===== config.mk =====
export PLATFORM = sky130hd
export DESIGN_NAME = omdec_queue
export DESIGN_NICKNAME = d
export VERILOG_FILES = /design/src/design/overlay_memory_map_decoder_core_defines.svh /design/src/design/omdec_pkg.sv /design/src/design/omdec_queue.sv
export SDC_FILE = /design/constraint.sdc
export NUM_CORES = 1
export LEC_CHECK = 0
export BUFFER_PORTS_ARGS = -buffer_cell sky130_fd_sc_hd__buf_2
export CAP_MARGIN = 20
export CELL_PAD_IN_SITES_DETAIL_PLACEMENT = 2
export CELL_PAD_IN_SITES_GLOBAL_PLACEMENT = 2
export CORE_ASPECT_RATIO = 1.2
export CORE_MARGIN = 2
export CORE_UTILIZATION = 40
export CTS_BUF_LIST = sky130_fd_sc_hd__clkbuf_4 sky130_fd_sc_hd__clkbuf_8
export CTS_CLUSTER_SIZE = 24
export DETAILED_ROUTE_END_ITERATION = 8
export PLACE_DENSITY_LB_ADDON = 0.08
export SYNTH_ARGS = -nofsm -noshare
export SYNTH_HDL_FRONTEND = slang
export SYNTH_SLANG_ARGS = --single-unit

===== constraint.sdc =====
create_clock -name i_clk -period 10 [get_ports i_clk]
set_input_delay 0.5 -clock i_clk [delete_from_list [all_inputs] [get_ports i_clk]]
set_output_delay 0.5 -clock i_clk [all_outputs]
set_load 0.01 [all_outputs]

===== src/design/overlay_memory_map_decoder_core_defines.svh =====
// Assertion macros used by the decoder back end (omdec_back).
// They expect the clock i_clk and the active-low reset i_rst_n in scope.
`ifndef OVERLAY_MEMORY_MAP_DECODER_CORE_DEFINES_SVH
`define OVERLAY_MEMORY_MAP_DECODER_CORE_DEFINES_SVH

// Consequent must hold in the same cycle as the antecedent.
`define OMD_ASSERT_SAME(label, ante, cons, msg) \
    label: assert property (@(posedge i_clk) disable iff (!i_rst_n) (ante) |-> (cons)) \
        else $error(msg);

// Consequent must hold in the cycle after the antecedent.
`define OMD_ASSERT_NEXT(label, ante, cons, msg) \
    label: assert property (@(posedge i_clk) disable iff (!i_rst_n) (ante) |=> (cons)) \
        else $error(msg);

`endif


===== src/design/omdec_pkg.sv =====
package omdec_pkg;

    localparam int RAM_BYTES_DEF = 131072;
    localparam int ROM_BYTES_DEF = 65536;

    // Widest store index over the legal store sizes.
    localparam int IDX_W  = 22;
    localparam int LANES  = 4;
    localparam int QDEPTH = 2;

    localparam logic [1:0] MODE_READ  = 2'd0;
    localparam logic [1:0] MODE_WRITE = 2'd1;
    localparam logic [1:0] MODE_LOAD  = 2'd2;

    localparam logic [1:0] SIZE_BYTE = 2'd0;
    localparam logic [1:0] SIZE_WORD = 2'd1;

    localparam logic [3:0] REGION_LOW_0    = 4'h0;
    localparam logic [3:0] REGION_LOW_1    = 4'h1;
    localparam logic [3:0] REGION_LOW_2    = 4'h2;
    localparam logic [3:0] REGION_LOW_3    = 4'h3;
    localparam logic [3:0] REGION_ROM      = 4'h4;
    localparam logic [3:0] REGION_MIRROR_A = 4'h6;
    localparam logic [3:0] REGION_MIRROR_B = 4'h7;
    localparam logic [3:0] REGION_IWM      = 4'hd;
    localparam logic [3:0] REGION_DEV      = 4'he;

    localparam logic [23:0] ROM_BASE    = 24'h400000;
    localparam logic [23:0] MIRROR_BASE = 24'h600000;
    localparam int          VIA_SEL_BIT = 19;
    localparam logic [7:0]  IWM_BYTE    = 8'h1f;

    typedef enum logic [1:0] {
        TGT_NONE = 2'd0,
        TGT_RAM  = 2'd1,
        TGT_ROM  = 2'd2
    } t_target;

    // One byte lane after decode.
    typedef struct packed {
        t_target          tgt;
        logic             wr;
        logic [IDX_W-1:0] idx;
        logic [7:0]       wbyte;
        logic [7:0]       rconst;
        logic             dev;
        logic             flt;
    } t_lane_op;

    // One decoded word, lane 0 is the last byte.
    typedef struct packed {
        t_lane_op [LANES-1:0] lanes;
        logic                 normal_map;
    } t_op;

endpackage


===== src/design/omdec_queue.sv =====
module omdec_queue (
    input  logic           i_clk,
    input  logic           i_rst_n,
    input  logic           i_push,
    input  omdec_pkg::t_op i_data,
    output logic           o_full,
    input  logic           i_pop,
    output omdec_pkg::t_op o_data,
    output logic           o_empty
);

    localparam int PTR_W = $clog2(omdec_pkg::QDEPTH);
    localparam int CNT_W = $clog2(omdec_pkg::QDEPTH + 1);

    omdec_pkg::t_op   r_mem [omdec_pkg::QDEPTH];
    logic [PTR_W-1:0] r_wr_ptr;
    logic [PTR_W-1:0] r_rd_ptr;
    logic [CNT_W-1:0] r_count;
    logic             do_push;
    logic             do_pop;

    assign o_full  = (r_count == CNT_W'(omdec_pkg::QDEPTH));
    assign o_empty = (r_count == '0);
    assign do_push = i_push && !o_full;
    assign do_pop  = i_pop && !o_empty;
    assign o_data  = r_mem[r_rd_ptr];

    always_ff @(posedge i_clk) begin
        if (!i_rst_n) begin
            r_wr_ptr <= '0;
            r_rd_ptr <= '0;
            r_count  <= '0;
        end else begin
            if (do_push) begin
                r_wr_ptr <= r_wr_ptr + 1'b1;
            end
            if (do_pop) begin
                r_rd_ptr <= r_rd_ptr + 1'b1;
            end
            if (do_push && !do_pop) begin
                r_count <= r_count + 1'b1;
            end else if (do_pop && !do_push) begin
                r_count <= r_count - 1'b1;
            end
        end
    end

    always_ff @(posedge i_clk) begin
        if (do_push) begin
            r_mem[r_wr_ptr] <= i_data;
        end
    end

endmodule


==> results.md, run 1 <==
- Post-CTS Setup Inserts: 0
- Iter 0 DRT Violations: 317
- Most common library cells after synthesis: edfxtp_1 (346), mux2_1 (100), mux2_2 (73)
- Top Family by Delay on Critical Path: buffers and inverters
- Wire length per cell: 22.7 um
- Root Buffer: clkbuf_8
- Post-Synthesis Cells: 563
- Final WL: 32.1 mm
- Synth area leaders: edfxtp_1 (82%), mux2_1 (8.8%), mux2_2 (6.5%), dfxtp_1 (0.79%), buf_4 (0.65%)
- CTS max path bufs: 3
- Crit Path Class: reg2out
- Syn_nets: 741
- VDD IR-drop max: 0.000114 V
- Pleak: 5.99 nW
- Hold crit path type: in2reg
- Core area: 31,400 um2
- RR Startpoint: r_count[0]
- Clock transition at the registers of the reported paths: 60 ps
- Worst reg-to-reg setup slack: 7360 ps
- Depth of the CTS H-tree: 2
- Yosys cell types: 23
- GRT Util Overall: 0.189
- Vias/cell: 4.82
- Multi-input gate area: 2090 um2
- RR Endpoint: r_mem[0][151]
- Die H: 199 um
- DPL Wire Length: 22.3 mm
- Vias: 6,810
- Post-Place Setup Slack: 7260 ps
- WP buf/inv: 2
- Worst r2r path cells: 5
- Area of the die: 33,300 um2
- CP endpoint kind: output port
- Post-route DRC: 0
- Least-Margin Pin Slew: 973 ps
- Post-synth EDFFs: 346
- Fillers: 2,879
- Fraction of registers with async set/reset: 0
- Top Ports: 352
- Fin cells: 1,414
- RSZ-0062 raised after global routing: false
- Post-DRT Antenna Nets: 0
- First-pass GRT wire length: 47.2 mm
- Fraction of layout instances using a drive strength above 1: 0.522
- Post-route minimum period: 3040 ps
- Initial antenna violation count: 15
- CP required: 9500 ps
- Hold Worst Slack: 104 ps
- RD Place Congestion: 0.759
- Slew headroom: 0.351
- Stages on worst setup path: 3
- Worst setup margin: 6960 ps
- Cell taking the most area after synthesis: edfxtp_1
- Startpoint Class: flip-flop
- Arrival time worst endpoint: 2540 ps
- Synth Register Bits: 351
- TritonCTS clock tree: yes
- Final critical-path share of the clock period: 0.304
- Final hold violations: 0
- Post-synth top flop: edfxtp_1
- Worst path max stage delay: 760 ps
- Quantity of gates resized following cts: 0
- Nets: 1,139
- Synth top area share: 0.816
- Critical Path End: o_data[70]
- Worst-path maximum fanout: 63
- Yosys warning count: 0
- Vias in the first global route: 7,734
- Count leader, synth: edfxtp_1
- Initial Utilization: 0.406
- Syn avg cell area: 22.6 um2
- Layout area overhead: 25.7%
- Insertion delay to the later sink of the worst-skew pair: 580 ps
- Cell Pwr Density: 251 nW/um2
- IO buf count: 351
- Max Freq: 0.329 GHz
- Die W: 167 um
- Total gr overflow: 0
- Skew final: 14.9 ps
- Status: finished, final reports clean
- Worst-path cell chain: buf_4 > mux2_1 > buf_2
- Hold-fix buffers, CTS: 0
- Max-slew violations: 0
- CTS sink count: 351
- Crit path max-delay cell type: buf_4
- Setup_tns: 0 ps
- Final setup vio count: 0
- Mapped Area: 12,700 um2
- CTS buffer count: 55
- Max-cap violation count: 0
- Sequential area share after synthesis: 0.823
- FP Rows: 71
- DRT Pass-1 Iters: 4
- Total area of sequential cells: 10,500 um2
- Placed cells: 1,303
- Largest net degree at the start of global routing: 84
## sequential cells by signal, summed over array words and instances (netlist names), named ones only
register	cells
r_rd_ptr	1
r_count	2
r_mem	346
r_wr_ptr	1
## stage by stage
stage                     cell area, um2  power, W   util
after floorplan                    12700   0.00254      -
after global placement             14900   0.00287  0.475
after detailed placement           14900   0.00292  0.475
after CTS                          15900   0.00408  0.508
after global routing               16000   0.00421  0.510
final                              16000   0.00402  0.511
## worst min path at each step
stage / cells after the start / endpoint / slack (ps) / from
floorplan: 2 / r_count[1] / 480 / r_count[1]
finish: 1 / r_mem[1][58] / 100 / i_data[58]
CTS: 1 / r_mem[1][37] / 50 / i_data[37]
detailed placement: 2 / r_count[1] / 560 / r_count[1]
global route: 1 / r_mem[1][58] / 60 / i_data[58]
global placement: 2 / r_count[1] / 510 / r_count[1]
## worst register-to-register path: cells and delay by family, from the launching register on
kind | cells | cell delay [ps]
buffers and inverters | 3 | 1500
DFF | 1 | 420
and+or+nand+nor | 2 | 310
## power by group
| part | switching [W] | internal (W) | leakage (nW) |
|---|---|---|---|
| clock network | 0.000524 | 0.000612 | 0.557 |
| registers | 0.0000658 | 0.00185 | 3.27 |
| logic | 0.000557 | 0.000404 | 2.16 |
| total | 0.00115 | 0.00287 | 5.99 |
## final cells by class
cell class | instances | area share
inverter | 2 | 0.000469
tap | 401 | 0.0313
timing repair buffer | 360 | 0.116
sequential | 351 | 0.655
clock buffer | 81 | 0.0602
antenna | 12 | 0.00188
multi-input combinational | 191 | 0.130
clock inverter | 16 | 0.00414
## metal layers
layer | global-route usage | wire, um
met5 | 0 | 55
met4 | 0.0843 | 1170
met3 | 0.0630 | 2560
met2 | 0.337 | 17100
met1 | 0.205 | 11200
## layout by cell type, fill, tap and decap left out, types with 2 or more instances in the layout
cell / n
and2_1: 3
mux2_2: 73
buf_2: 351
dfxtp_1: 4
buf_4: 7
mux2_1: 100
xnor2_1: 2
buf_16: 2
diode_2: 12
nor2_1: 2
clkbuf_8: 57
edfxtp_1: 346
clkinv_1: 11
clkbuf_4: 24
clkinv_2: 5
## kinds of logic after synthesis
logic type / after synthesis / synth area share
flops: 351 / 0.823
mux: 173 / 0.153
buf+inv: 21 / 0.0137
simple gates: 9 / 0.00432
compound gates: 5 / 0.00255
xor+xnor: 3 / 0.00206
fa+ha+maj: 1 / 0.000982
Power figures use the tool's default switching activity.
==> inputs of run 2 (changes only) <==
==> constraint.sdc (replaced) <==
create_clock -name i_clk -period 3.2 [get_ports i_clk]
set_input_delay 0.16 -clock i_clk [delete_from_list [all_inputs] [get_ports i_clk]]
set_output_delay 0.16 -clock i_clk [all_outputs]
set_load 0.01 [all_outputs]
==> results.md, run 2 (synthesized netlist as in run 1, its figures left out) <==
- Status: finished, final reports clean
- Max-slew violations: 0
- Pleak: 6.69 nW
- Die H: 199 um
- Max Freq: 0.387 GHz
- Hold crit path type: in2reg
- VDD IR-drop max: 0.000486 V
- Fillers: 2,734
- Skew final: 22.1 ps
- GRT Util Overall: 0.227
- DRT Pass-1 Iters: 4
- Total area of sequential cells: 10,500 um2
- Final setup vio count: 0
- Fin cells: 1,579
- CP endpoint kind: output port
- Worst setup margin: 618 ps
- Setup_tns: 0 ps
- CTS buffer count: 55
- Depth of the CTS H-tree: 2
- Nets: 1,313
- Wire length per cell: 24.2 um
- Vias/cell: 4.81
- Core area: 31,400 um2
- Vias in the first global route: 8,875
- Fraction of layout instances using a drive strength above 1: 0.440
- Initial antenna violation count: 7
- Post-Place Setup Slack: 1200 ps
- Post-DRT Antenna Nets: 0
- Final critical-path share of the clock period: 0.807
- TritonCTS clock tree: yes
- Post-CTS Setup Inserts: 0
- Least-Margin Pin Slew: 903 ps
- Top Ports: 352
- Clock transition at the registers of the reported paths: 60 ps
- Number of flip-flops in the largest register: 346
- Most frequent cells in the layout: buf_2 (351), edfxtp_1 (346), dlygate4sd3_1 (175)
- IO buf count: 351
- Largest net degree at the start of global routing: 111
- Max-cap violation count: 0
- Iter 0 DRT Violations: 347
- Worst path max stage delay: 770 ps
- Quantity of gates resized following cts: 0
- Top flop regs: r_mem: 346 flops, r_count: 2 flops
- Vias: 7,596
- Cell Pwr Density: 725 nW/um2
- Post-route DRC: 0
- Layout area overhead: 39.2%
- Hold-fix buffers, CTS: 175
- Placed cells: 1,304
- Post-layout util: 0.566
- Final hold violations: 0
- Die W: 167 um
- Top Family by Delay on Critical Path: flip-flops
- Root Buffer: clkbuf_8
- Crit path max-delay cell type: dfxtp_4
- Post-route minimum period: 2580 ps
- Area of the die: 33,300 um2
- Final WL: 38.3 mm
- Worst-path cell chain: buf_12 > mux2_1 > buf_2
- CTS max path bufs: 3
- RSZ-0062 raised after global routing: false
- RD Place Congestion: 0.778
- Most flops, register: r_mem
- Startpoint Class: flip-flop
- CTS sink count: 351
- Initial Utilization: 0.406
- Worst-path maximum fanout: 73
- Slew headroom: 0.398
- Total gr overflow: 0
- Arrival time worst endpoint: 2420 ps
- CP required: 3040 ps
- Total power draw: 0.0129 W
- DPL Wire Length: 22.1 mm
- First-pass GRT wire length: 56.2 mm
- Crit Path Class: reg2out
- FP Rows: 71
- Multi-input gate area: 2090 um2
- Commonest non-fill, non-tap cell in the layout: buf_2
- WP buf/inv: 2
- Insertion delay to the later sink of the worst-skew pair: 580 ps
[run 2: layout make-up]
cell class | instances | share of cell area
Timing Repair Buffer | 534 | 0.205
Sequential cell | 351 | 0.592
Inverter | 2 | 0.000564
Multi-Input combinational cell | 191 | 0.118
Tap cell | 401 | 0.0283
Antenna cell | 6 | 0.000846
Clock buffer | 74 | 0.0514
Clock inverter | 20 | 0.00451
[run 2: path summary, 6_finish.rpt]
check              from             to  slack, ps  depth (start not counted)
min reg2reg  r_count[1]     r_count[1]        590                          2
max           flip-flop    o_data[168]        620                          3
max reg2reg  r_count[0]  r_mem[0][142]       1250                          4
min               i_pop       r_rd_ptr        110                          4
[run 2: through the flow]
| step | hold slack, ps | area [um2] |
|---|---|---|
| 2_1_floorplan | 259 | 12800 |
| 3_3_place_gp | 347 | 15000 |
| 3_5_place_dp | 351 | 15000 |
| 4_1_cts | 58.4 | 17700 |
| 5_1_grt | 117 | 17700 |
| 6_report | 107 | 17700 |
[run 2: where the power goes]
part           switching (W)  leakage, nW  internal (W)  total [W]
clock network        0.00174        0.529       0.00183    0.00357
logic                0.00182         2.89       0.00142    0.00324
registers           0.000277         3.27       0.00579    0.00606
total                0.00383         6.69       0.00904     0.0129
[run 2: worst min-delay path, stage by stage]
cell     delay, ps
buf_2           80
o21ai_1         90
xnor2_1        160
and2_1         160
[run 2: per-layer routing]
layer | up-vias | share of wire | global-route usage
met5 | - | 0.00034 | 0
met4 | 2 | 0.032 | 0.0884
met3 | 71 | 0.065 | 0.0632
met2 | 300 | 0.55 | 0.423
met1 | 3825 | 0.36 | 0.245
li1 | 3398 | - | -
==> inputs of run 3 (changes only) <==
==> constraint.sdc (replaced) <==
create_clock -name i_clk -period 2.6 [get_ports i_clk]
set_input_delay 0.13 -clock i_clk [delete_from_list [all_inputs] [get_ports i_clk]]
set_output_delay 0.13 -clock i_clk [all_outputs]
set_load 0.01 [all_outputs]
==> results.md, run 3 (synthesized netlist as in run 1, its figures left out) <==
- Final critical-path share of the clock period: 0.915
- Arrival time worst endpoint: 2250 ps
- Vias in the first global route: 9,033
- Clk pwr share: 0.284
- Sw Ratio: 0.298
- Final setup vio count: 0
- Wire length per cell: 24.9 um
- RSZ-0062 raised after global routing: false
- DPL Wire Length: 22.1 mm
- RD Place Congestion: 0.751
- Setup_tns: 0 ps
- Largest net degree at the start of global routing: 112
- Hold Path Cell Cnt: 2
- Worst-path cell chain: buf_12 > mux2_1 > buf_2
- Slew headroom: 0.530
- CTS buffer count: 56
- CTS sink count: 351
- Initial antenna violation count: 1
- Hold wc startpoint: i_data[106]
- Final WL: 39.3 mm
- Commonest non-fill, non-tap cell in the layout: buf_2
- TritonCTS clock tree: yes
- Max Freq: 0.420 GHz
- Insertion delay to the later sink of the worst-skew pair: 590 ps
- Most frequent cells in the layout: buf_2 (351), edfxtp_1 (346), dlygate4sd3_1 (176)
- Iter 0 DRT Violations: 298
- Quantity of gates resized following cts: 0
- Cell Pwr Density: 904 nW/um2
- IO buf count: 351
- CP endpoint kind: output port
- Area of the die: 33,300 um2
- Pint: 0.0113 W
- FP Rows: 71
- Worst setup margin: 220 ps
- Pleak: 6.75 nW
- Top Ports: 352
- VDD IR-drop max: 0.000568 V
- Worst path max stage delay: 700 ps
- Vias: 7,551
- Nets: 1,315
- Vias/cell: 4.78
- Least-Margin Pin Slew: 705 ps
- DRT Pass-1 Iters: 4
- Post-DRT Antenna Nets: 0
- Total area of sequential cells: 10,500 um2
- Final hold violations: 0
- CP required: 2470 ps
- Crit path max-delay cell type: dfxtp_4
- Total gr overflow: 0
- Max-slew violations: 0
- First-pass GRT wire length: 58.3 mm
- Status: finished, final reports clean
- Crit Path Class: reg2out
- Post-Place Setup Slack: 830 ps
- Startpoint Class: flip-flop
- Fillers: 2,697
- RR Startpoint: r_count[0]
- Die W: 167 um
- Hold crit path type: in2reg
- Gate power share: 0.254
- Initial Utilization: 0.406
- Core area: 31,400 um2
- CTS max path bufs: 3
- Layout area overhead: 39.9%
- GRT Util Overall: 0.237
- Worst r2r path cells: 6
- Fraction of layout instances using a drive strength above 1: 0.447
- Seq pwr share: 0.462
- Top flop regs: r_mem: 346 flops, r_count: 2 flops
- Worst-path maximum fanout: 49
- Multi-input gate area: 2090 um2
- Root Buffer: clkbuf_8
- Depth of the CTS H-tree: 2
- Clock transition at the registers of the reported paths: 70 ps
- Post-route DRC: 0
- Most flops, register: r_mem
- Number of flip-flops in the largest register: 346
- Max-cap violation count: 0
- Net Sw Power: 0.00480 W
- Die H: 199 um
- Skew final: 17.6 ps
- Post-route minimum period: 2380 ps
[run 3: changes by cell type in the layout (fill, tap and decap cells not counted)]
cell / before / now
clkbuf_4: 17 / 27
clkinv_1: 16 / 9
diode_2: 6 / 2
dlygate4sd3_1: 175 / 176
buf_12: 5 / 8
buf_4: 3 / 0
[run 3: metrics by stage]
| stage | cells | power, W | hold WS [ps] | util | instance area (um2) |
|---|---|---|---|---|---|
| final | 1579 | 0.0161 | 258 | 0.568 | 17800 |
| after global routing | 1577 | 0.0169 | 232 | 0.568 | 17800 |
| after CTS | 1577 | 0.0161 | 205 | 0.568 | 17800 |
| after detailed placement | 1304 | 0.0113 | 322 | 0.479 | 15000 |
| after global placement | 1304 | 0.0111 | 318 | 0.479 | 15000 |
| after floorplan | 563 | 0.00972 | 229 | - | 12800 |
[run 3: timing repair]
item	in CTS	in global routing
setup buffers	0	0
hold buffers	176	0
endpoints found under the hold margin	351	0
[run 3: worst max-delay path: cells and delay by family (launching register included)]
kind	cells	cell delay [ps]
buffers and inverters	2	510
DFF	1	700
muxes	1	400
[run 3: routing by layer]
| layer | up-vias | track usage | routed length, um |
|---|---|---|---|
| li1 | 3392 | - | - |
| met5 | - | 0 | 0 |
| met1 | 3796 | 0.248 | 13800 |
| met2 | 293 | 0.453 | 21800 |
| met3 | 70 | 0.0662 | 2550 |
| met4 | 0 | 0.0811 | 1190 |
[run 3: power groups by stage]
stage          Sequential [W]  Clock, W  Combinational (W)
4_1_cts               0.00742   0.00458            0.00407
3_5_place_dp          0.00753         0            0.00381
5_1_grt               0.00751   0.00496            0.00438
2_1_floorplan         0.00742         0            0.00230
3_3_place_gp          0.00744         0            0.00368
6_report              0.00744   0.00457            0.00410
[run 3: cell type report]
class	count	share of cell area
diodes	2	0.000281
clock buffers	84	0.0554
clock inverters	13	0.00302
inverters	2	0.000562
multi-input cells	191	0.117
flip-flops and latches	351	0.589
well taps	401	0.0281
repair buffers	535	0.206
[run 3: final timing paths]
path / slack [ps] / endpoint
worst max-delay path: 220 / o_data[163]
worst max register to register: 520 / r_wr_ptr
worst min register to register: 580 / r_count[1]
worst min-delay path: 260 / r_mem[0][106]
