File: src/design/overlay_memory_map_decoder_core_defines.svh
// Assertion macros used by the decoder back end (omdec_back).
// They expect the clock i_clk and the active-low reset i_rst_n in scope.
`ifndef OVERLAY_MEMORY_MAP_DECODER_CORE_DEFINES_SVH
`define OVERLAY_MEMORY_MAP_DECODER_CORE_DEFINES_SVH

// Consequent must hold in the same cycle as the antecedent.
`define OMD_ASSERT_SAME(label, ante, cons, msg) \
    label: assert property (@(posedge i_clk) disable iff (!i_rst_n) (ante) |-> (cons)) \
        else $error(msg);

// Consequent must hold in the cycle after the antecedent.
`define OMD_ASSERT_NEXT(label, ante, cons, msg) \
    label: assert property (@(posedge i_clk) disable iff (!i_rst_n) (ante) |=> (cons)) \
        else $error(msg);

`endif

File: src/design/omdec_pkg.sv
package omdec_pkg;

    localparam int RAM_BYTES_DEF = 131072;
    localparam int ROM_BYTES_DEF = 65536;

    // Widest store index over the legal store sizes.
    localparam int IDX_W  = 22;
    localparam int LANES  = 4;
    localparam int QDEPTH = 2;

    localparam logic [1:0] MODE_READ  = 2'd0;
    localparam logic [1:0] MODE_WRITE = 2'd1;
    localparam logic [1:0] MODE_LOAD  = 2'd2;

    localparam logic [1:0] SIZE_BYTE = 2'd0;
    localparam logic [1:0] SIZE_WORD = 2'd1;

    localparam logic [3:0] REGION_LOW_0    = 4'h0;
    localparam logic [3:0] REGION_LOW_1    = 4'h1;
    localparam logic [3:0] REGION_LOW_2    = 4'h2;
    localparam logic [3:0] REGION_LOW_3    = 4'h3;
    localparam logic [3:0] REGION_ROM      = 4'h4;
    localparam logic [3:0] REGION_MIRROR_A = 4'h6;
    localparam logic [3:0] REGION_MIRROR_B = 4'h7;
    localparam logic [3:0] REGION_IWM      = 4'hd;
    localparam logic [3:0] REGION_DEV      = 4'he;

    localparam logic [23:0] ROM_BASE    = 24'h400000;
    localparam logic [23:0] MIRROR_BASE = 24'h600000;
    localparam int          VIA_SEL_BIT = 19;
    localparam logic [7:0]  IWM_BYTE    = 8'h1f;

    typedef enum logic [1:0] {
        TGT_NONE = 2'd0,
        TGT_RAM  = 2'd1,
        TGT_ROM  = 2'd2
    } t_target;

    // One byte lane after decode.
    typedef struct packed {
        t_target          tgt;
        logic             wr;
        logic [IDX_W-1:0] idx;
        logic [7:0]       wbyte;
        logic [7:0]       rconst;
        logic             dev;
        logic             flt;
    } t_lane_op;

    // One decoded word, lane 0 is the last byte.
    typedef struct packed {
        t_lane_op [LANES-1:0] lanes;
        logic                 normal_map;
    } t_op;

endpackage

File: src/design/omdec_front.sv
module omdec_front #(
    parameter int RAM_BYTES = omdec_pkg::RAM_BYTES_DEF,
    parameter int ROM_BYTES = omdec_pkg::ROM_BYTES_DEF
) (
    input  logic             i_clk,
    input  logic             i_rst_n,
    input  logic             i_push,
    input  logic             i_q_full,
    input  logic [1:0]       i_mode,
    input  logic [1:0]       i_access_size,
    input  logic [23:0]      i_address,
    input  logic [31:0]      i_write_data,
    input  logic             i_overlay,
    output logic             o_q_push,
    output omdec_pkg::t_op   o_q_data
);

    localparam logic [23:0] RAM_MASK = 24'(RAM_BYTES - 1);
    localparam logic [23:0] ROM_MASK = 24'(ROM_BYTES - 1);

    logic        r_pending;
    logic        r_switched;
    logic        n_pending;
    logic        n_switched;
    logic        accept;
    logic        is_read;
    logic        is_rw;
    logic [1:0]  last_lane;
    logic        touch;
    logic [23:0] lane_addr [omdec_pkg::LANES];
    logic        lane_valid [omdec_pkg::LANES];

    function automatic omdec_pkg::t_lane_op classify(
        input logic [23:0] a,
        input logic        rd,
        input logic [7:0]  wb,
        input logic        ovl
    );
        omdec_pkg::t_lane_op op;
        logic [23:0]         off_rom;
        logic [23:0]         off_ram;
        op.tgt    = omdec_pkg::TGT_NONE;
        op.wr     = !rd;
        op.idx    = '0;
        op.wbyte  = wb;
        op.rconst = '0;
        op.dev    = 1'b0;
        op.flt    = 1'b0;
        off_rom   = (a - omdec_pkg::ROM_BASE) & ROM_MASK;
        off_ram   = (a - omdec_pkg::MIRROR_BASE) & RAM_MASK;
        case (a[23:20])
            omdec_pkg::REGION_LOW_0, omdec_pkg::REGION_LOW_1,
            omdec_pkg::REGION_LOW_2, omdec_pkg::REGION_LOW_3: begin
                if (rd && ovl) begin
                    op.tgt = omdec_pkg::TGT_ROM;
                    op.idx = omdec_pkg::IDX_W'(a & ROM_MASK);
                end else if (!ovl) begin
                    op.tgt = omdec_pkg::TGT_RAM;
                    op.idx = omdec_pkg::IDX_W'(a & RAM_MASK);
                end
            end
            omdec_pkg::REGION_ROM: begin
                if (rd) begin
                    op.tgt = omdec_pkg::TGT_ROM;
                    op.idx = omdec_pkg::IDX_W'(off_rom);
                end
            end
            omdec_pkg::REGION_MIRROR_A, omdec_pkg::REGION_MIRROR_B: begin
                if (ovl) begin
                    op.tgt = omdec_pkg::TGT_RAM;
                    op.idx = omdec_pkg::IDX_W'(off_ram);
                end
            end
            omdec_pkg::REGION_IWM: begin
                op.flt = 1'b1;
                if (rd) begin
                    op.rconst = omdec_pkg::IWM_BYTE;
                end
            end
            omdec_pkg::REGION_DEV: begin
                if (a[omdec_pkg::VIA_SEL_BIT]) begin
                    op.dev = 1'b1;
                end else begin
                    op.flt = 1'b1;
                end
            end
            default: begin
                op.flt = 1'b1;
            end
        endcase
        return op;
    endfunction

    assign accept   = i_push && !i_q_full;
    assign o_q_push = accept;
    assign is_read  = (i_mode == omdec_pkg::MODE_READ);
    assign is_rw    = is_read || (i_mode == omdec_pkg::MODE_WRITE);

    always_comb begin
        case (i_access_size)
            omdec_pkg::SIZE_BYTE: last_lane = 2'd0;
            omdec_pkg::SIZE_WORD: last_lane = 2'd1;
            default:              last_lane = 2'd3;
        endcase
    end

    // The first byte of the access lands in the highest lane in use.
    always_comb begin
        touch = 1'b0;
        for (int j = 0; j < omdec_pkg::LANES; j++) begin
            lane_valid[j] = (2'(j) <= last_lane);
            lane_addr[j]  = i_address + {22'b0, 2'(last_lane - 2'(j))};
            o_q_data.lanes[j].tgt    = omdec_pkg::TGT_NONE;
            o_q_data.lanes[j].wr     = 1'b0;
            o_q_data.lanes[j].idx    = '0;
            o_q_data.lanes[j].wbyte  = '0;
            o_q_data.lanes[j].rconst = '0;
            o_q_data.lanes[j].dev    = 1'b0;
            o_q_data.lanes[j].flt    = 1'b0;
            if (is_rw && lane_valid[j]) begin
                o_q_data.lanes[j] = classify(lane_addr[j], is_read,
                                             i_write_data[8*j +: 8], i_overlay);
                if (is_read && i_overlay &&
                    (lane_addr[j][23:20] == omdec_pkg::REGION_ROM)) begin
                    touch = 1'b1;
                end
            end
        end
        if (i_mode == omdec_pkg::MODE_LOAD) begin
            o_q_data.lanes[0].tgt   = omdec_pkg::TGT_ROM;
            o_q_data.lanes[0].wr    = 1'b1;
            o_q_data.lanes[0].idx   = omdec_pkg::IDX_W'(i_address & ROM_MASK);
            o_q_data.lanes[0].wbyte = i_write_data[7:0];
        end
        o_q_data.normal_map = n_switched;
    end

    assign n_pending  = r_pending || touch;
    assign n_switched = is_read ? (r_switched || n_pending) : r_switched;

    always_ff @(posedge i_clk) begin
        if (!i_rst_n) begin
            r_pending  <= 1'b0;
            r_switched <= 1'b0;
        end else if (accept) begin
            r_pending  <= n_pending;
            r_switched <= n_switched;
        end
    end

endmodule

File: config.mk
export PLATFORM = sky130hd
export DESIGN_NAME = omdec_front
export DESIGN_NICKNAME = d
export VERILOG_FILES = /design/src/design/overlay_memory_map_decoder_core_defines.svh /design/src/design/omdec_pkg.sv /design/src/design/omdec_front.sv
export SDC_FILE = /design/constraint.sdc
export NUM_CORES = 1
export LEC_CHECK = 0
export BUFFER_PORTS_ARGS = -buffer_cell sky130_fd_sc_hd__buf_2
export CORE_MARGIN = 4
export CORE_UTILIZATION = 35
export DETAILED_ROUTE_END_ITERATION = 8
export PLACE_DENSITY_LB_ADDON = 0.15
export SLEW_MARGIN = 25
export SYNTH_ARGS = -nofsm -noshare
export SYNTH_HDL_FRONTEND = slang
export SYNTH_SLANG_ARGS = --single-unit
File: constraint.sdc
create_clock -name i_clk -period 3.65 [get_ports i_clk]
set_input_delay 0.5475 -clock i_clk [delete_from_list [all_inputs] [get_ports i_clk]]
set_output_delay 0.5475 -clock i_clk [all_outputs]
set_load 0.005 [all_outputs]
==> results of run 1 <==
==> critical path: stages <==
cell,delay [ps]
buf_2,90
nand4_1,160
or4b_4,610
buf_4,170
o21a_1,240
nor4_4,350
o21ai_2,110
buf_4,150
a211oi_4,230
buf_6,160
buf_12,110
a21oi_1,60
mux2i_1,160
buf_2,140
==> stage by stage <==
step	std cells	setup WS (ps)	setup TNS [ps]	total power [mW]	hold WS, ps
3_3_place_gp	924	-201	-7150	0.480	486
3_5_place_dp	924	-254	-10140	0.483	493
2_1_floorplan	563	-1.28	-12.7	0.294	462
4_1_cts	950	-147	-4250	0.619	495
6_report	954	-190	-5440	0.642	496
5_1_grt	954	-317	-15490	0.692	515
==> logic make-up after synthesis <==
family                   count (synthesis)  synth area share
other                                    1           0.00108
flip-flops                               2            0.0116
XOR/XNOR                                68             0.177
AND/OR/NAND/NOR                        273             0.419
AO/OA/AOI/OAI                           71             0.138
multiplexers                             6            0.0177
adder cells (fa/ha/maj)                 13            0.0557
buffers and inverters                   98             0.180
==> power by group <==
part / internal [mW] / leakage, nW / switching (mW) / total (mW)
Combinational: 0.248 / 2.84 / 0.284 / 0.532
Clock: 0.0699 / 0.0216 / 0.0185 / 0.0884
Sequential: 0.0221 / 0.0161 / 0.0000728 / 0.0222
==> cell type report <==
class | instances | area [sq um]
fill | 946 | 3910
multi-input combinational | 464 | 3310
timing repair buffer | 335 | 2160
tap | 133 | 166
inverter | 17 | 66.3
clock buffer | 3 | 41.3
sequential | 2 | 40.0
==> cells in the mapped netlist, types with 3 or more instances <==
cell type,number,area (sq um)
and3_1,3,18.8
nor2b_1,11,68.8
nor3_1,19,95.1
a22o_1,4,35.0
clkbuf_1,8,30.0
a21o_1,9,67.6
nand3_1,19,95.1
nand2_1,37,139
nand4_1,12,75.1
buf_6,4,45.0
buf_1,4,15.0
xor2_1,24,210
inv_1,17,63.8
nor4_2,3,37.5
and4_1,5,43.8
a21oi_1,22,110
buf_4,57,428
fa_1,4,80.1
mux2i_1,5,50.1
buf_2,8,40.0
a211oi_1,3,22.5
xnor2_1,42,368
nor2_1,93,349
nor4_1,8,50.1
nand3b_1,9,67.6
o21ai_0,14,70.1
nor3b_1,5,37.5
ha_1,9,113
and2_1,26,163
or2_2,6,37.5
==> final timing paths <==
check                             to  slack, ps                   start  cells after the start
max                     o_q_data[22]       -190           i_address[16]                     14
min           r_pending$_SDFFE_PN0P_        500  r_pending$_SDFFE_PN0P_                      2
max reg2reg  r_switched$_SDFFE_PN0P_       2800  r_pending$_SDFFE_PN0P_                      2
min reg2reg   r_pending$_SDFFE_PN0P_        500  r_pending$_SDFFE_PN0P_                      2
==> sequential cells by signal, indices dropped and copies added (netlist names) <==
name	count
r_pending	1
r_switched	1
==> metal layers <==
metal  GRT usage  up-vias  wire (um)  share of wire
li1            -     2294          -              -
met1       0.363     2241       6920           0.44
met2       0.409      215       7530           0.47
met3      0.0414       22       1150          0.072
met4      0.0460        0        302          0.019
met5           0        -          0              0
==> what timing repair did <==
| item | CTS | global route |
|---|---|---|
| pin swaps | 27 | 19 |
| gates resized for setup | 53 | 43 |
| setup buffers | 19 | 4 |
| gates cloned | 4 | 0 |
| setup endpoints to repair | 81 | 95 |
| hold endpoints to repair | 0 | 0 |
==> metrics.md, run 1 <==
| Metric | Value |
|---|---|
| Status | `complete, but fails checks` |
| Failing checks | `setup timing` |
| Period Utilization, post-route | `1.05` |
| CTS Root Cell | `clkbuf_8` |
| Max Cap Violations | `0` |
| Clock-pin slew on the worst setup and hold paths | `30 ps` |
| Drt pass-1 iters | `5` |
| Final Cell Area | `0.00578 sq mm` |
| Syn_area_per_cell | `6.50 sq um` |
| # setup viols final | `50` |
| CP max FO | `5` |
| TritonCTS Buffers | `3` |
| Seq cells post-synth | `2` |
| Nets | `901` |
| Post-synth ARST share | `0` |
| Endpoint class of the critical path | `output pin` |
| Fmax | `0.260 GHz` |
| TritonCTS clock tree | `built` |
| Dominant synthesized flop cell | `dfxtp_1` |
| Area after DPL | `0.00508 sq mm` |
| Vias | `4,772` |
| Global-route wire length before repair | `23.8 mm` |
| Initial Utilization | `0.357` |
| Core area | `0.00968 sq mm` |
| Die ar. | `0.0115 sq mm` |
| Syn Inst Count | `532` |
| Critical path arrival | `3290 ps` |
| Total Routing Usage GR | `0.255` |
| Gr ovfl total | `0` |
| Routed WL | `15.9 mm` |
| Unrepaired setup endpoints after global routing | `true` |
| Largest net degree at the start of global routing | `20` |
| Number of synthesized flops with an enable pin | `0` |
| PD cells | `111 mW/mm^2` |
| CP required | `3100 ps` |
| Post-synth cell types | `63` |
| Synth Cell Area | `0.00346 sq mm` |
| Worst Skew | `2.69 ps` |
| Hold buffer count at cts | `0` |
| Vias in the first global route | `4,483` |
| CTS Sinks | `2` |
| Commonest cells after routing, fill and taps aside | `buf_2 (204), buf_4 (112), nor2_1 (68)` |
| H-tree Lvls | `1` |
| Port-buffer cells | `206` |
| Min Tclk post-route | `3840 ps` |
| DRT iter0 DRCs | `257` |
| Synth warn | `0` |
| Endpoints failing hold | `0` |
| Wirelength per Cell | `16.7 um` |
| Die W | `107 um` |
| Post-synthesis sequential area ratio | `0.0116` |
| P_leak | `2.87 nW` |
| Crit Path Class | `input pin to output pin` |
| Placer's final routability congestion estimate | `0.952` |
| Least-Margin Pin Slew | `747 ps` |
| Worst vdd ir | `0.105 mV` |
| Post-route DRC | `0` |
| Final Max Tran Viols | `0` |
| Die Y | `107 um` |
| ANT cells | `0` |
| Fin util | `0.597` |
| Worst-Skew Late Latency | `210 ps` |
| Via density | `5.00` |
| Max Root-Sink Buffers | `2` |
| Layout cells sized above 1 | `0.535` |
| Area Overhead vs Synth | `67.1%` |
| Antenna viol nets, final | `0` |
| Antenna violations before repair | `0` |
| Most common cell after layout, fill and taps aside | `buf_2` |
| Hpwl dp | `12.6 mm` |
| Rows | `36` |
| Final worst slack | `-190 ps` |
| Slew headroom | `0.498` |
| Hold Crit Class | `register to register` |
| Ports | `239` |
| Crit start category | `input pin` |
Power figures use the tool's default switching activity.
==> inputs of run 2 (changes only) <==
Settings changed: RECOVER_POWER set to 100.
==> metrics.md, run 2 (synthesis results as in run 1) <==
| Metric | Value |
|---|---|
| Clock-pin slew on the worst setup and hold paths | `30 ps` |
| Leading registers by flop count | `r_pending (1), r_switched (1)` |
| TritonCTS Buffers | `3` |
| Largest net degree at the start of global routing | `20` |
| Worst-Skew Late Latency | `210 ps` |
| Rows | `36` |
| Fmax | `0.260 GHz` |
| Max incr delay on CP | `610 ps` |
| P_leak | `2.87 nW` |
| Commonest cells after routing, fill and taps aside | `buf_2 (202), buf_4 (111), nor2_1 (68)` |
| Placer's final routability congestion estimate | `0.952` |
| Post-route DRC | `0` |
| Vias | `4,787` |
| Initial Utilization | `0.357` |
| Endpoint class of the critical path | `output pin` |
| Non-filler instance count after layout | `954` |
| Reg2reg setup slack | `2800 ps` |
| Unrepaired setup endpoints after global routing | `true` |
| Nets | `901` |
| Crit Path Class | `input pin to output pin` |
| CTS Sinks | `2` |
| Drt pass-1 iters | `5` |
| Routed WL | `15.9 mm` |
| Hpwl dp | `12.6 mm` |
| Critical path's slowest cell | `or4b_4` |
| Total Routing Usage GR | `0.255` |
| Antenna violations before repair | `0` |
| Failing checks | `setup timing` |
| PD cells | `111 mW/mm^2` |
| Core area | `0.00968 sq mm` |
| Top Family by Delay on Critical Path | `simple AND/OR/NAND/NOR gates` |
| Worst Skew | `2.65 ps` |
| CP endpoint | `o_q_data[22]` |
| TritonCTS clock tree | `built` |
| Die W | `107 um` |
| Slew headroom | `0.513` |
| Crit start category | `input pin` |
| DRT iter0 DRCs | `257` |
| Min Tclk post-route | `3840 ps` |
| Crit path from | `i_address[16]` |
| Final worst slack | `-195 ps` |
| Area Overhead vs Synth | `67.0%` |
| ANT cells | `0` |
| Most common cell after layout, fill and taps aside | `buf_2` |
| Die ar. | `0.0115 sq mm` |
| Hold buffer count at cts | `0` |
| Die Y | `107 um` |
| Layout cells sized above 1 | `0.532` |
| Placed Cells | `924` |
| Final Max Tran Viols | `0` |
| CTS Root Cell | `clkbuf_8` |
| Worst path depth | `14` |
| H-tree Lvls | `1` |
| Least-Margin Pin Slew | `725 ps` |
| Worst Reg-to-Reg Cells | `2` |
| CP max FO | `5` |
| Global-route wire length before repair | `23.8 mm` |
| Port-buffer cells | `206` |
| Multi-input gate area | `0.00331 sq mm` |
| Buffers plus inverters on the worst setup path | `6` |
| Hold Crit Class | `register to register` |
| Period Utilization, post-route | `1.05` |
| # setup viols final | `55` |
| Antenna viol nets, final | `0` |
| Max Cap Violations | `0` |
| Cell Chain, Critical Path | `buf_2, nand4_1, or4b_4, buf_4, o21a_1, nor4_4, o21ai_2, buf_4, a211oi_4, buf_6, buf_12, a21oi_1, mux2i_1, buf_2` |
| Setup TNS | `-6480 ps` |
| Ports | `239` |
| Wirelength per Cell | `16.7 um` |
| Via density | `5.02` |
| FF-to-FF End | `r_switched$_SDFFE_PN0P_` |
| Endpoints failing hold | `0` |
| Vias in the first global route | `4,483` |
| Fillers | `949` |
| Status | `complete, but fails checks` |
| Worst vdd ir | `0.102 mV` |
| Max Root-Sink Buffers | `2` |
| Gr ovfl total | `0` |
| Seq. cell area | `40.0 sq um` |
| CP required | `3100 ps` |
| Reg2Reg Launch Point | `r_pending$_SDFFE_PN0P_` |
| Critical path arrival | `3300 ps` |
[run 2: changes by cell type in the layout (fill, tap and decap cells not counted)]
cell	before	now
clkbuf_1	0	2
clkbuf_2	0	1
buf_4	112	111
buf_2	204	202
[run 2: how the worst min path moves through the flow]
| stage | from | end | slack [ps] | cells after the start |
|---|---|---|---|---|
| after global routing | r_pending$_SDFFE_PN0P_ | r_pending$_SDFFE_PN0P_ | 510 | 2 |
| after global placement | r_pending$_SDFFE_PN0P_ | r_pending$_SDFFE_PN0P_ | 490 | 2 |
| final | r_pending$_SDFFE_PN0P_ | r_pending$_SDFFE_PN0P_ | 500 | 2 |
| after floorplan | r_pending$_SDFFE_PN0P_ | r_pending$_SDFFE_PN0P_ | 460 | 2 |
| after CTS | r_pending$_SDFFE_PN0P_ | r_pending$_SDFFE_PN0P_ | 490 | 2 |
| after detailed placement | r_pending$_SDFFE_PN0P_ | r_pending$_SDFFE_PN0P_ | 490 | 2 |
[run 2: power breakdown]
part / total (mW) / switching [mW] / leakage (nW) / internal, mW
Clock: 0.0884 / 0.0185 / 0.0216 / 0.0699
Sequential: 0.0222 / 0.0000728 / 0.0161 / 0.0221
Combinational: 0.531 / 0.284 / 2.83 / 0.247
[run 2: worst register-to-register path, cell delays in order (launching register included)]
cell	delay, ps
dfxtp_1	320
nor4_2	300
nor4_1	100
[run 2: final cells by class]
cell class                      count  share of cell area
Multi-Input combinational cell    464               0.573
Timing Repair Buffer              335               0.373
Tap cell                          133              0.0288
Inverter                           17              0.0115
Clock buffer                        3             0.00715
Sequential cell                     2             0.00694
[run 2: routing by layer]
metal | GRT usage | vias up | part of all wire
met5 | 0 | - | 0
met1 | 0.363 | 2256 | 0.43
met4 | 0.0460 | 0 | 0.020
met2 | 0.409 | 214 | 0.47
met3 | 0.0414 | 24 | 0.074
li1 | - | 2293 | -
[run 2: repair_timing]
item / CTS / global route
endpoints found under the setup margin: 81 / 95
pin swaps: 27 / 19
cloned: 4 / 0
gates resized for setup: 53 / 43
setup buffers: 19 / 4
[run 2: stage by stage]
stage | total power [mW] | cell area [sq um] | worst slack, ps | util | hold WS [ps]
final | 0.642 | 5770 | -195 | 0.596 | 496
after global routing | 0.692 | 5770 | -317 | 0.596 | 515
after CTS | 0.619 | 5560 | -147 | 0.574 | 495
after detailed placement | 0.483 | 5080 | -254 | 0.525 | 493
after global placement | 0.480 | 5080 | -201 | 0.525 | 486
after floorplan | 0.294 | 3630 | -1.28 | - | 462
==> inputs of run 3 (changes only) <==
Settings changed: MAX_ROUTING_LAYER set to met4.
Clock period 3.65 ns to 4.3 ns, I/O delays scaled along.
==> metrics.md, run 3 (synthesis results as in run 1) <==
| Metric | Value |
|---|---|
| Commonest cells after routing, fill and taps aside | `buf_2 (183), nor2_1 (88), buf_4 (50)` |
| Port-buffer cells | `206` |
| Core area | `0.00968 sq mm` |
| Total Routing Usage GR | `0.232` |
| Via density | `4.98` |
| Endpoints failing hold | `0` |
| Initial Utilization | `0.357` |
| CTS Root Cell | `clkbuf_8` |
| Critical path arrival | `3510 ps` |
| Worst Reg-to-Reg Cells | `2` |
| Endpoint class of the critical path | `output pin` |
| Drt pass-1 iters | `5` |
| Final Max Tran Viols | `0` |
| Placer's final routability congestion estimate | `0.956` |
| DRT iter0 DRCs | `267` |
| Setup TNS | `0 ps` |
| Reg2Reg Launch Point | `r_pending$_SDFFE_PN0P_` |
| Die W | `107 um` |
| Slew headroom | `0.355` |
| CP endpoint | `o_q_data[25]` |
| Wirelength per Cell | `16.3 um` |
| PD cells | `96.7 mW/mm^2` |
| Antenna violations before repair | `1` |
| # setup viols final | `0` |
| Worst-Skew Late Latency | `210 ps` |
| FF-to-FF End | `r_switched$_SDFFE_PN0P_` |
| Area Overhead vs Synth | `39.3%` |
| CTS Sinks | `2` |
| Vias | `4,395` |
| Min Tclk post-route | `4160 ps` |
| Post-route DRC | `0` |
| Gr ovfl total | `0` |
| Crit path from | `i_access_size[1]` |
| Hold Crit Class | `register to register` |
| Fillers | `1,040` |
| Global-route wire length before repair | `21.4 mm` |
| Hpwl dp | `11.6 mm` |
| Status | `complete, no violations` |
| Max Cap Violations | `0` |
| Fmax | `0.240 GHz` |
| Layout cells sized above 1 | `0.386` |
| Most common cell after layout, fill and taps aside | `buf_2` |
| Rows | `36` |
| Clock-pin slew on the worst setup and hold paths | `30 ps` |
| Routed WL | `14.4 mm` |
| Area after DPL | `0.00463 sq mm` |
| Final worst slack | `141 ps` |
| Worst vdd ir | `0.100 mV` |
| Crit start category | `input pin` |
| Ports | `239` |
| Worst slack at placement | `-86.6 ps` |
| Worst hold-check slack | `495 ps` |
| Least-Margin Pin Slew | `960 ps` |
| CP required | `3650 ps` |
| Period Utilization, post-route | `0.967` |
| Total design power | `0.466 mW` |
| Die Y | `107 um` |
| TritonCTS Buffers | `3` |
| Reg2reg setup slack | `3440 ps` |
| Crit Path Class | `input pin to output pin` |
| CP max FO | `5` |
| Worst Skew | `3.06 ps` |
| Vias in the first global route | `4,192` |
| Nets | `828` |
| H-tree Lvls | `1` |
| Leading registers by flop count | `r_pending (1), r_switched (1)` |
| Max Root-Sink Buffers | `2` |
| Hold buffer count at cts | `0` |
| Largest net degree at the start of global routing | `22` |
| P_leak | `2.33 nW` |
| Final Cell Area | `0.00481 sq mm` |
| Antenna viol nets, final | `0` |
| TritonCTS clock tree | `built` |
| Die ar. | `0.0115 sq mm` |
## run 3: changes by cell type in the layout (fill, tap and decap cells not counted), sizes merged
cell | previous run | this run
buf | 332 | 238
diode | 0 | 1
nor2 | 95 | 94
clkbuf | 6 | 28
## run 3: worst max-delay path: stages
cell and delay [ps]:
buf_2 120, nor2_4 50, inv_2 70, ha_4 140
inv_2 50, fa_2 420, nand3b_1 210, nor2_2 200
a21boi_2 100, or2_4 260, mux2_4 310, a211oi_4 380
clkbuf_16 220, a21oi_1 60, mux2i_1 140, buf_2 130
## run 3: cell type report
| class | count | area, sq um | area share |
|---|---|---|---|
| clock buffer | 3 | 41.3 | 0.00858 |
| timing repair buffer | 263 | 1480 | 0.308 |
| antenna | 1 | 2.50 | 0.000520 |
| sequential | 2 | 40.0 | 0.00832 |
| tap | 133 | 166 | 0.0346 |
| multi-input combinational | 463 | 3020 | 0.627 |
| inverter | 17 | 63.8 | 0.0133 |
## run 3: metrics by stage
step,instances,utilization
finish,882,0.497
CTS,874,0.483
global placement,871,0.478
detailed placement,871,0.478
floorplan,563,-
global route,882,0.497
## run 3: layer usage
| layer | vias up | share of wire | routed length [um] | track usage |
|---|---|---|---|---|
| li1 | 2153 | - | - | - |
| met1 | 2005 | 0.44 | 6370 | 0.318 |
| met2 | 219 | 0.48 | 6860 | 0.383 |
| met3 | 18 | 0.069 | 996 | 0.0192 |
| met4 | 0 | 0.010 | 149 | 0.0352 |
| met5 | - | 0 | 0 | - |
## run 3: repair_timing
action                                 CTS  global route
cloned                                   0             1
pin swaps                                0            11
endpoints found under the hold margin    0             0
buffers inserted                         0             6
gates resized for setup                  2            29
setup endpoints to repair               14            64
## run 3: how the worst min path moves through the flow
stage	startpoint	end	depth (start not counted)
floorplan	r_pending$_SDFFE_PN0P_	r_pending$_SDFFE_PN0P_	2
global placement	r_pending$_SDFFE_PN0P_	r_pending$_SDFFE_PN0P_	2
detailed placement	r_pending$_SDFFE_PN0P_	r_pending$_SDFFE_PN0P_	2
CTS	r_pending$_SDFFE_PN0P_	r_pending$_SDFFE_PN0P_	2
global route	r_pending$_SDFFE_PN0P_	r_pending$_SDFFE_PN0P_	2
finish	r_pending$_SDFFE_PN0P_	r_pending$_SDFFE_PN0P_	2
## run 3: power breakdown
| group | internal (mW) | leakage (nW) | total (mW) | switching [mW] |
|---|---|---|---|---|
| sequential | 0.0188 | 0.0161 | 0.0188 | 0.0000641 |
| clock | 0.0592 | 0.0216 | 0.0747 | 0.0154 |
| combinational | 0.159 | 2.30 | 0.372 | 0.214 |
| total | 0.237 | 2.33 | 0.466 | 0.229 |
